### src/hw/rtl/mdd_pkg.sv
// Shared types and constants for the marker delimited deframer.
`default_nettype none
package mdd_pkg;

   localparam int unsigned BYTE_W      = 8;
   localparam int unsigned MARKER_W    = 32;
   localparam int unsigned LOOKAHEAD_N = 3;
   localparam int unsigned QUEUE_DEPTH = 4;
   localparam int unsigned QUEUE_PTR_W = $clog2(QUEUE_DEPTH);
   localparam int unsigned QUEUE_CNT_W = $clog2(QUEUE_DEPTH + 1);
   localparam int unsigned CSR_ADDR_W  = 3;
   localparam int unsigned CSR_DATA_W  = 32;

   localparam logic [MARKER_W-1:0] HEAD_RESET = 32'hCF77_07AB;
   localparam logic [MARKER_W-1:0] TAIL_RESET = 32'hAB07_77CF;

   localparam logic CSR_IDX_HEAD = 1'b0;
   localparam logic CSR_IDX_TAIL = 1'b1;

   typedef enum logic [1:0] {
      KIND_DATA    = 2'd0,
      KIND_COMMIT  = 2'd1,
      KIND_DISCARD = 2'd2
   } kind_type;

   typedef enum logic [1:0] {
      EV_DATA = 2'd0,
      EV_HEAD = 2'd1,
      EV_TAIL = 2'd2
   } ev_kind_type;

   typedef struct packed {
      ev_kind_type        kind;
      logic [BYTE_W-1:0]  data;
   } event_type;

endpackage
`default_nettype wire

### src/hw/rtl/mdd_req_if.sv
// Input byte channel interface.
`default_nettype none
interface mdd_req_if;
   import mdd_pkg::*;

   logic              valid;
   logic              ready;
   logic [BYTE_W-1:0] in_byte;

   modport source (output valid, output in_byte, input ready);
   modport sink (input valid, input in_byte, output ready);

endinterface
`default_nettype wire

### src/hw/rtl/mdd_rsp_if.sv
// Result channel interface.
`default_nettype none
interface mdd_rsp_if;
   import mdd_pkg::*;

   logic              valid;
   logic              ready;
   logic [1:0]        result_kind;
   logic [BYTE_W-1:0] out_byte;
   logic              first_of_frame;

   modport source (output valid, output result_kind, output out_byte,
                   output first_of_frame, input ready);
   modport sink (input valid, input result_kind, input out_byte,
                 input first_of_frame, output ready);

endinterface
`default_nettype wire

### src/hw/rtl/mdd_front.sv
// Front end: lookahead window and marker classification of received bytes.
`default_nettype none
module mdd_front (
   input  wire logic              clock,
   input  wire logic              reset,
   mdd_req_if.sink                req_chan,
   input  wire logic [31:0]       head_marker,
   input  wire logic [31:0]       tail_marker,
   output mdd_pkg::event_type     push_data,
   output logic                   push_valid,
   input  wire logic              push_ready
);
   import mdd_pkg::*;

   logic [BYTE_W-1:0]   la_ff [LOOKAHEAD_N];
   logic [BYTE_W-1:0]   la_in [LOOKAHEAD_N];
   logic [1:0]          la_cnt_ff;
   logic [1:0]          la_cnt_in;
   logic [MARKER_W-1:0] window;
   logic                accept;
   logic                full;

   assign req_chan.ready = push_ready;
   assign accept = req_chan.valid && push_ready;
   assign full = (la_cnt_ff == 2'(LOOKAHEAD_N));
   assign window = {la_ff[0], la_ff[1], la_ff[2], req_chan.in_byte};

   always_comb begin
      la_in = la_ff;
      la_cnt_in = la_cnt_ff;
      push_valid = 1'b0;
      push_data.kind = EV_DATA;
      push_data.data = la_ff[0];
      if (accept) begin
         if (!full) begin
            la_in[la_cnt_ff] = req_chan.in_byte;
            la_cnt_in = la_cnt_ff + 2'd1;
         end else if (window == tail_marker) begin
            push_valid = 1'b1;
            push_data.kind = EV_TAIL;
            la_cnt_in = 2'd0;
         end else if (window == head_marker) begin
            push_valid = 1'b1;
            push_data.kind = EV_HEAD;
            la_cnt_in = 2'd0;
         end else begin
            push_valid = 1'b1;
            la_in[0] = la_ff[1];
            la_in[1] = la_ff[2];
            la_in[2] = req_chan.in_byte;
         end
      end
   end

   always_ff @(posedge clock) begin
      la_ff <= la_in;
      if (reset) begin
         la_cnt_ff <= 2'd0;
      end else begin
         la_cnt_ff <= la_cnt_in;
      end
   end

endmodule
`default_nettype wire

### src/hw/rtl/mdd_queue.sv
// Short event queue between the front end and the back end.
`default_nettype none
module mdd_queue (
   input  wire logic              clock,
   input  wire logic              reset,
   input  wire logic              push_valid,
   output logic                   push_ready,
   input  wire mdd_pkg::event_type push_data,
   output logic                   pop_valid,
   input  wire logic              pop_ready,
   output mdd_pkg::event_type     pop_data
);
   import mdd_pkg::*;

   event_type              mem [QUEUE_DEPTH];
   logic [QUEUE_PTR_W-1:0] wr_ptr_ff;
   logic [QUEUE_PTR_W-1:0] wr_ptr_in;
   logic [QUEUE_PTR_W-1:0] rd_ptr_ff;
   logic [QUEUE_PTR_W-1:0] rd_ptr_in;
   logic [QUEUE_CNT_W-1:0] cnt_ff;
   logic [QUEUE_CNT_W-1:0] cnt_in;
   logic                   do_push;
   logic                   do_pop;

   assign push_ready = (cnt_ff != QUEUE_CNT_W'(QUEUE_DEPTH));
   assign pop_valid = (cnt_ff != '0);
   assign pop_data = mem[rd_ptr_ff];
   assign do_push = push_valid && push_ready;
   assign do_pop = pop_valid && pop_ready;

   always_comb begin
      wr_ptr_in = do_push ? wr_ptr_ff + 1'b1 : wr_ptr_ff;
      rd_ptr_in = do_pop ? rd_ptr_ff + 1'b1 : rd_ptr_ff;
      cnt_in = cnt_ff;
      if (do_push && !do_pop) begin
         cnt_in = cnt_ff + 1'b1;
      end else if (do_pop && !do_push) begin
         cnt_in = cnt_ff - 1'b1;
      end
   end

   always_ff @(posedge clock) begin
      if (do_push) begin
         mem[wr_ptr_ff] <= push_data;
      end
   end

   always_ff @(posedge clock) begin
      if (reset) begin
         wr_ptr_ff <= '0;
         rd_ptr_ff <= '0;
         cnt_ff <= '0;
      end else begin
         wr_ptr_ff <= wr_ptr_in;
         rd_ptr_ff <= rd_ptr_in;
         cnt_ff <= cnt_in;
      end
   end

endmodule
`default_nettype wire

### src/hw/rtl/mdd_back.sv
// Back end: frame tracking and the registered result stage.
`default_nettype none
module mdd_back (
   input  wire logic               clock,
   input  wire logic               reset,
   input  wire logic               pop_valid,
   output logic                    pop_ready,
   input  wire mdd_pkg::event_type pop_data,
   mdd_rsp_if.source               rsp_chan
);
   import mdd_pkg::*;

   logic              rsp_valid_ff;
   logic              rsp_valid_in;
   logic [1:0]        kind_ff;
   logic [1:0]        kind_in;
   logic [BYTE_W-1:0] byte_ff;
   logic [BYTE_W-1:0] byte_in;
   logic              first_ff;
   logic              first_in;
   logic              fhb_ff;
   logic              fhb_in;
   logic              take;

   assign pop_ready = !rsp_valid_ff || rsp_chan.ready;
   assign take = pop_valid && pop_ready;

   always_comb begin
      rsp_valid_in = rsp_valid_ff && !rsp_chan.ready;
      kind_in = kind_ff;
      byte_in = byte_ff;
      first_in = first_ff;
      fhb_in = fhb_ff;
      if (take) begin
         case (pop_data.kind)
            EV_DATA: begin
               rsp_valid_in = 1'b1;
               kind_in = KIND_DATA;
               byte_in = pop_data.data;
               first_in = !fhb_ff;
               fhb_in = 1'b1;
            end
            EV_HEAD: begin
               rsp_valid_in = fhb_ff;
               kind_in = KIND_DISCARD;
               byte_in = '0;
               first_in = 1'b0;
               fhb_in = 1'b0;
            end
            EV_TAIL: begin
               rsp_valid_in = fhb_ff;
               kind_in = KIND_COMMIT;
               byte_in = '0;
               first_in = 1'b0;
               fhb_in = 1'b0;
            end
            default: begin
               rsp_valid_in = 1'b0;
            end
         endcase
      end
   end

   always_ff @(posedge clock) begin
      kind_ff <= kind_in;
      byte_ff <= byte_in;
      first_ff <= first_in;
      if (reset) begin
         rsp_valid_ff <= 1'b0;
         fhb_ff <= 1'b0;
      end else begin
         rsp_valid_ff <= rsp_valid_in;
         fhb_ff <= fhb_in;
      end
   end

   assign rsp_chan.valid = rsp_valid_ff;
   assign rsp_chan.result_kind = kind_ff;
   assign rsp_chan.out_byte = byte_ff;
   assign rsp_chan.first_of_frame = first_ff;

endmodule
`default_nettype wire

### src/hw/rtl/marker_delimited_deframer_core.sv
// Top level of the marker delimited deframer with its register port.
// Throughput: one byte per cycle while the queue has room; a four-entry queue
// absorbs result stalls. A result passes through the queue and the registered
// result stage; payload bytes are held back by the three-byte lookahead window.
// Reset clears the lookahead count, queue, frame flag and result valid, and
// restores both marker registers to their default values.
`default_nettype none
module marker_delimited_deframer_core (
   input  wire logic                             clock,
   input  wire logic                             reset,
   mdd_req_if.sink                               req_chan,
   mdd_rsp_if.source                             rsp_chan,
   input  wire logic                             csr_psel,
   input  wire logic                             csr_penable,
   input  wire logic                             csr_pwrite,
   input  wire logic [mdd_pkg::CSR_ADDR_W-1:0]   csr_paddr,
   input  wire logic [mdd_pkg::CSR_DATA_W-1:0]   csr_pwdata,
   output logic [mdd_pkg::CSR_DATA_W-1:0]        csr_prdata,
   output logic                                  csr_pready
);
   import mdd_pkg::*;

   logic [MARKER_W-1:0] head_ff;
   logic [MARKER_W-1:0] head_in;
   logic [MARKER_W-1:0] tail_ff;
   logic [MARKER_W-1:0] tail_in;
   logic                csr_wr;
   logic                csr_idx;
   event_type           push_data;
   logic                push_valid;
   logic                push_ready;
   event_type           pop_data;
   logic                pop_valid;
   logic                pop_ready;

   assign csr_pready = 1'b1;
   assign csr_idx = csr_paddr[2];
   assign csr_wr = csr_psel && csr_penable && csr_pwrite && csr_pready;
   assign csr_prdata = (csr_idx == CSR_IDX_TAIL) ? tail_ff : head_ff;

   always_comb begin
      head_in = head_ff;
      tail_in = tail_ff;
      if (csr_wr && csr_idx == CSR_IDX_HEAD) begin
         head_in = csr_pwdata;
      end
      if (csr_wr && csr_idx == CSR_IDX_TAIL) begin
         tail_in = csr_pwdata;
      end
   end

   always_ff @(posedge clock) begin
      if (reset) begin
         head_ff <= HEAD_RESET;
         tail_ff <= TAIL_RESET;
      end else begin
         head_ff <= head_in;
         tail_ff <= tail_in;
      end
   end

   mdd_front u_front (
      .clock       (clock),
      .reset       (reset),
      .req_chan    (req_chan),
      .head_marker (head_ff),
      .tail_marker (tail_ff),
      .push_data   (push_data),
      .push_valid  (push_valid),
      .push_ready  (push_ready)
   );

   mdd_queue u_queue (
      .clock      (clock),
      .reset      (reset),
      .push_valid (push_valid),
      .push_ready (push_ready),
      .push_data  (push_data),
      .pop_valid  (pop_valid),
      .pop_ready  (pop_ready),
      .pop_data   (pop_data)
   );

   mdd_back u_back (
      .clock     (clock),
      .reset     (reset),
      .pop_valid (pop_valid),
      .pop_ready (pop_ready),
      .pop_data  (pop_data),
      .rsp_chan  (rsp_chan)
   );

`ifndef SYNTH
   // Marker results carry no byte and no first-of-frame flag.
   a_marker_clean: assert property (@(posedge clock) disable iff (reset)
      rsp_chan.valid && rsp_chan.result_kind != KIND_DATA
      |-> rsp_chan.out_byte == '0 && !rsp_chan.first_of_frame)
      else $error("marker result carries payload bits");

   // Input backpressure only follows a stalled result transfer.
   a_stall_cause: assert property (@(posedge clock) disable iff (reset)
      !req_chan.ready |-> $past(rsp_chan.valid && !rsp_chan.ready))
      else $error("input stalled without a stalled result");

   // A fresh result follows queue traffic of the previous cycle.
   a_rsp_source: assert property (@(posedge clock) disable iff (reset)
      $rose(rsp_chan.valid) |-> $past(pop_valid))
      else $error("result appeared without a queued event");
`endif

endmodule
`default_nettype wire
### src/flat_wrapper.sv
// flat-port wrapper written by rule: the top's interface ports become plain ports
module marker_delimited_deframer_core_flat import mdd_pkg::*;
  (clock, reset, csr_psel, csr_penable, csr_pwrite, csr_paddr, csr_pwdata, csr_prdata, csr_pready, req_chan_valid, req_chan_in_byte, req_chan_ready, rsp_chan_valid, rsp_chan_result_kind, rsp_chan_out_byte, rsp_chan_first_of_frame, rsp_chan_ready);
  mdd_req_if req_chan_i ();
  mdd_rsp_if rsp_chan_i ();
  input  wire logic clock;
  input  wire logic reset;
  input  wire logic csr_psel;
  input  wire logic csr_penable;
  input  wire logic csr_pwrite;
  input  wire logic [mdd_pkg::CSR_ADDR_W-1:0] csr_paddr;
  input  wire logic [mdd_pkg::CSR_DATA_W-1:0] csr_pwdata;
  output logic [mdd_pkg::CSR_DATA_W-1:0] csr_prdata;
  output logic csr_pready;
  input wire logic [$bits(req_chan_i.valid)-1:0] req_chan_valid;
  input wire logic [$bits(req_chan_i.in_byte)-1:0] req_chan_in_byte;
  output wire logic [$bits(req_chan_i.ready)-1:0] req_chan_ready;
  output wire logic [$bits(rsp_chan_i.valid)-1:0] rsp_chan_valid;
  output wire logic [$bits(rsp_chan_i.result_kind)-1:0] rsp_chan_result_kind;
  output wire logic [$bits(rsp_chan_i.out_byte)-1:0] rsp_chan_out_byte;
  output wire logic [$bits(rsp_chan_i.first_of_frame)-1:0] rsp_chan_first_of_frame;
  input wire logic [$bits(rsp_chan_i.ready)-1:0] rsp_chan_ready;
  assign req_chan_i.valid = req_chan_valid;
  assign req_chan_i.in_byte = req_chan_in_byte;
  assign req_chan_ready = req_chan_i.ready;
  assign rsp_chan_valid = rsp_chan_i.valid;
  assign rsp_chan_result_kind = rsp_chan_i.result_kind;
  assign rsp_chan_out_byte = rsp_chan_i.out_byte;
  assign rsp_chan_first_of_frame = rsp_chan_i.first_of_frame;
  assign rsp_chan_i.ready = rsp_chan_ready;
  marker_delimited_deframer_core u_core (.clock(clock), .reset(reset), .req_chan(req_chan_i), .rsp_chan(rsp_chan_i), .csr_psel(csr_psel), .csr_penable(csr_penable), .csr_pwrite(csr_pwrite), .csr_paddr(csr_paddr), .csr_pwdata(csr_pwdata), .csr_prdata(csr_prdata), .csr_pready(csr_pready));
endmodule
### config.mk
export PLATFORM = sky130hd
export DESIGN_NAME = marker_delimited_deframer_core_flat
export DESIGN_NICKNAME = d
export VERILOG_FILES = /design/src/hw/rtl/mdd_pkg.sv /design/src/hw/rtl/mdd_req_if.sv /design/src/hw/rtl/mdd_rsp_if.sv /design/src/hw/rtl/mdd_front.sv /design/src/hw/rtl/mdd_queue.sv /design/src/hw/rtl/mdd_back.sv /design/src/hw/rtl/marker_delimited_deframer_core.sv /design/src/flat_wrapper.sv
export SDC_FILE = /design/constraint.sdc
export NUM_CORES = 1
export LEC_CHECK = 0
export ABC_AREA = 1
export BUFFER_PORTS_ARGS = -buffer_cell sky130_fd_sc_hd__buf_2
export CORE_MARGIN = 1.5
export CORE_UTILIZATION = 53
export DETAILED_ROUTE_END_ITERATION = 8
export PLACE_DENSITY_LB_ADDON = 0.12
export SETUP_SLACK_MARGIN = 0.2
export SLEW_MARGIN = 5
export SYNTH_ARGS = -nofsm -noshare
export SYNTH_HDL_FRONTEND = slang
export SYNTH_HIERARCHICAL = 1
export SYNTH_SLANG_ARGS = --single-unit
export TNS_END_PERCENT = 10
### constraint.sdc
create_clock -name clock -period 2.1 [get_ports clock]
set_input_delay 0.42 -clock clock [delete_from_list [all_inputs] [get_ports clock]]
set_output_delay 0.42 -clock clock [all_outputs]
set_load 0.005 [all_outputs]
==> results.yml <==
worst_setup_path:
  cp_num_buf_inv: 0
  path_common_cell: "nand2_1"
  crit_path_end_kind: "register"
  cp.required_ns: 2.26
  cpMaxStageDelayCell: "edfxtp_1"
  cpLargestDelayFamily: "simple AND/OR/NAND/NOR gates"
  cp_max_fo: 8
  worstSetupPathType: "reg2reg"
  cp_cell_sequence: "xnor2_1 > nand2_1 > nor2_1 > nand2_1 > nor2_2 > nand2_2 > o211ai_4 > nor2_4"
  cp-start-kind: "register"
  arrival_ns: 2.07
  cp_slowest_stage_delay_ns: 0.47
place:
  io_buffers: 92
  placed_cell_area_um2: 8330
  place.detailed.hpwl_um: 12500
  dp_slack_ns: -0.00430
  routabilityCongestion: 0.813
yosys:
  synth_edf_count: 75
  syn_inst: 944
  synth.most_common_cell: "nand2_1"
  ys_async_sr_fraction: 0
  synthDistinctLibCells: 30
  synth.top_cells.by_area: "edfxtp_1 (30%), dfxtp_1 (20%), nand2_1 (16%), nor2_1 (6.3%), xnor2_1 (6.2%)"
  synth_nets: 1008
  synthAdderAreaFrac: 0.0240
  synth_top_flop_cell: "dfxtp_1"
  yosys.area_share.xor_xnor: 0.0634
  ys_ff_latch: 152
  synth_warnings: 6
  synth.top_cells.by_count: "nand2_1 (316), nor2_1 (127), inv_1 (79)"
  synthMuxAreaShare: 0
  synth_top_family_by_area: "simple AND/OR/NAND/NOR gates"
  netlist_area_um2: 7600
  yosysSeqAreaShare: 0.499
  synth_top_area_frac: 0.296
  yosysTopAreaCell: "edfxtp_1"
  synth-simple-area-share: 0.290
  synth_compound_area_frac: 0.0395
  syn-mean-instance-area_um2: 8.05
route:
  drc_errors: 0
  wl_per_cell_um: 14.0
  num_vias: 6182
  wirelength_um: 17400
  ant_nets: 0
  drtIter0Drc: 365
  viasPerCell: 4.96
  first_pass_iters: 6
clocking:
  clock_tree.root_cell: "clkbuf_16"
  htree_levels: 4
  cts_tree: "yes"
  cts_max_path_buffers: 2
  clkTransAtPathRegs_ns: 0.06
  clk_latency_ns: 0.42
  numCtsBuffers: 17
  clock-sinks: 152
floorplan:
  core_um2: 13900
  die_x_um: 123
  start_util: 0.545
  rows: 43
  die_height_um: 123
  dieArea_um2: 15100
  io_pins: 96
cells_and_area:
  diodes: 0
  syn_to_final_growth_pct: 18.6
  final_area_um2: 9010
  multi_input_area_um2: 3230
  drive_above_1_share: 0.195
  nFillCells: 1263
  register_area_um2: 3810
  fin_nets: 1118
status:
  outcome: "complete, no violations"
power:
  power_frac_seq: 0.411
  cellPowerDensity_nw_per_um2: 1060
  p_comb_frac: 0.271
  p_sw_frac: 0.307
  max-vdd-ir-drop_mv: 0.573
  clkPwrFrac: 0.318
  fin_total_pwr_uw: 9570
  p_int_uw: 6630
  power_leakage_uw: 0.00417
  switching_power_uw: 2940
grt:
  busiest_layer: "met2"
  grt-ovfl-total: 0
  grt_usage: 0.247
  met2_usage: 0.448
  met1_usage: 0.298
  met3_usage: 0.0372
  grt_pass1_vias: 5865
  antenna_found_initial: 0
  grt_max_degree: 65
  grt_pass1_wl_um: 28400
sta:
  rsz0062_at_grt: "yes"
  setup_ws_ns: 0.186
  tightest_slew_ns: 0.853
  slew_headroom: 0.430
  tns_ns: 0
  period_share: 0.911
  clock.fmax_ghz: 0.523
  period_needed_ns: 1.91
  fin_skew_ns: 0.0110
  setup_viol: 0
  finalMaxSlewViolations: 0
  hold_viol: 0
worst_hold_path:
  hp-class: "in2reg"
run:
  cap_violations: 0
[routing by layer]
layer / part of all wire / wire [um]
met5: 0 / 0
met4: 0.017 / 299
met3: 0.053 / 915
met2: 0.51 / 8830
met1: 0.42 / 7350
[path summary, 6_finish.rpt]
| path | from | to | slack [ns] | depth (start not counted) |
|---|---|---|---|---|
| max reg2reg | u_core/u_front/push_data[2] | u_core/u_front/la_ff[8] | 0.19 | 8 |
| max | u_core/u_front/push_data[2] | u_core/u_front/la_ff[8] | 0.19 | 8 |
| min | csr_pwdata[3] | u_core/head_ff[3] | 0.22 | 3 |
| min reg2reg | u_core/u_queue/rd_ptr_ff[0] | u_core/u_queue/rd_ptr_ff[0] | 0.49 | 2 |
[state kept, by name, indices dropped and copies added, names as in the netlist, 3 cells and up, named ones only]
signal,cells
u_core/u_back/rsp_chan.out_byte,8
u_core/u_front/push_data,8
u_core/u_queue/mem,40
u_core/u_front/la_ff,16
u_core/u_queue/cnt_ff,3
u_core/head_ff,32
u_core/tail_ff,32
[power by group through the flow]
stage               Sequential (uW)  Combinational, uW  Clock, uW
floorplan                      3910               1630          0
detailed placement             4000               2500          0
global route                   3990               2970       3230
CTS                            3940               2520       3090
global placement               3990               2460          0
finish                         3930               2590       3050
[kinds of logic (layout without fill, tap and decap cells)]
group | Yosys count | after routing
buf+inv | 131 | 254
xor+xnor | 55 | 55
fa+ha+maj | 14 | 14
compound gates | 55 | 55
other cells | 1 | 1
flops | 152 | 152
simple gates | 536 | 536
[cell type report]
cell class	instances	area share
flip-flops and latches	152	0.422
multi-input cells	661	0.359
repair buffers	137	0.0928
clock buffers	20	0.0485
inverters	85	0.0354
well taps	180	0.0250
clock inverters	12	0.0172
[worst register-to-register path: cells and delay by family (launching register included)]
| kind | cells | cell delay [ns] |
|---|---|---|
| DFF | 1 | 0.47 |
| AOI/OAI and AO/OA | 1 | 0.33 |
| and+or+nand+nor | 6 | 0.66 |
| xor gates and xnor gates | 1 | 0.20 |
[cells in the final DEF, fill, tap and decap left out, types with 4 or more instances in the layout]
cell type,count
a21oi_1,6
buf_2,92
buf_4,42
clkbuf_16,17
clkinvlp_4,5
dfxtp_1,73
edfxtp_1,75
ha_1,11
inv_1,78
inv_2,7
nand2_1,315
nand2_2,7
nand2_4,4
nand3_1,71
nor2_1,122
nor2_4,9
o21ai_0,35
o22ai_1,11
xnor2_1,54
[through the flow]
| stage | cells | hold slack [ns] | utilization |
|---|---|---|---|
| floorplan | 944 | 0.459 | - |
| global placement | 1211 | 0.483 | 0.598 |
| detailed placement | 1211 | 0.486 | 0.598 |
| CTS | 1243 | 0.210 | 0.641 |
| global route | 1247 | 0.232 | 0.647 |
| finish | 1247 | 0.223 | 0.647 |
[what timing repair did]
action,CTS,global route
setup endpoints to repair,26,58
gates resized for setup,2,18
setup buffers,0,4
pin swaps,0,4
hold buffers,0,0
(Power assumes the default switching activity.)
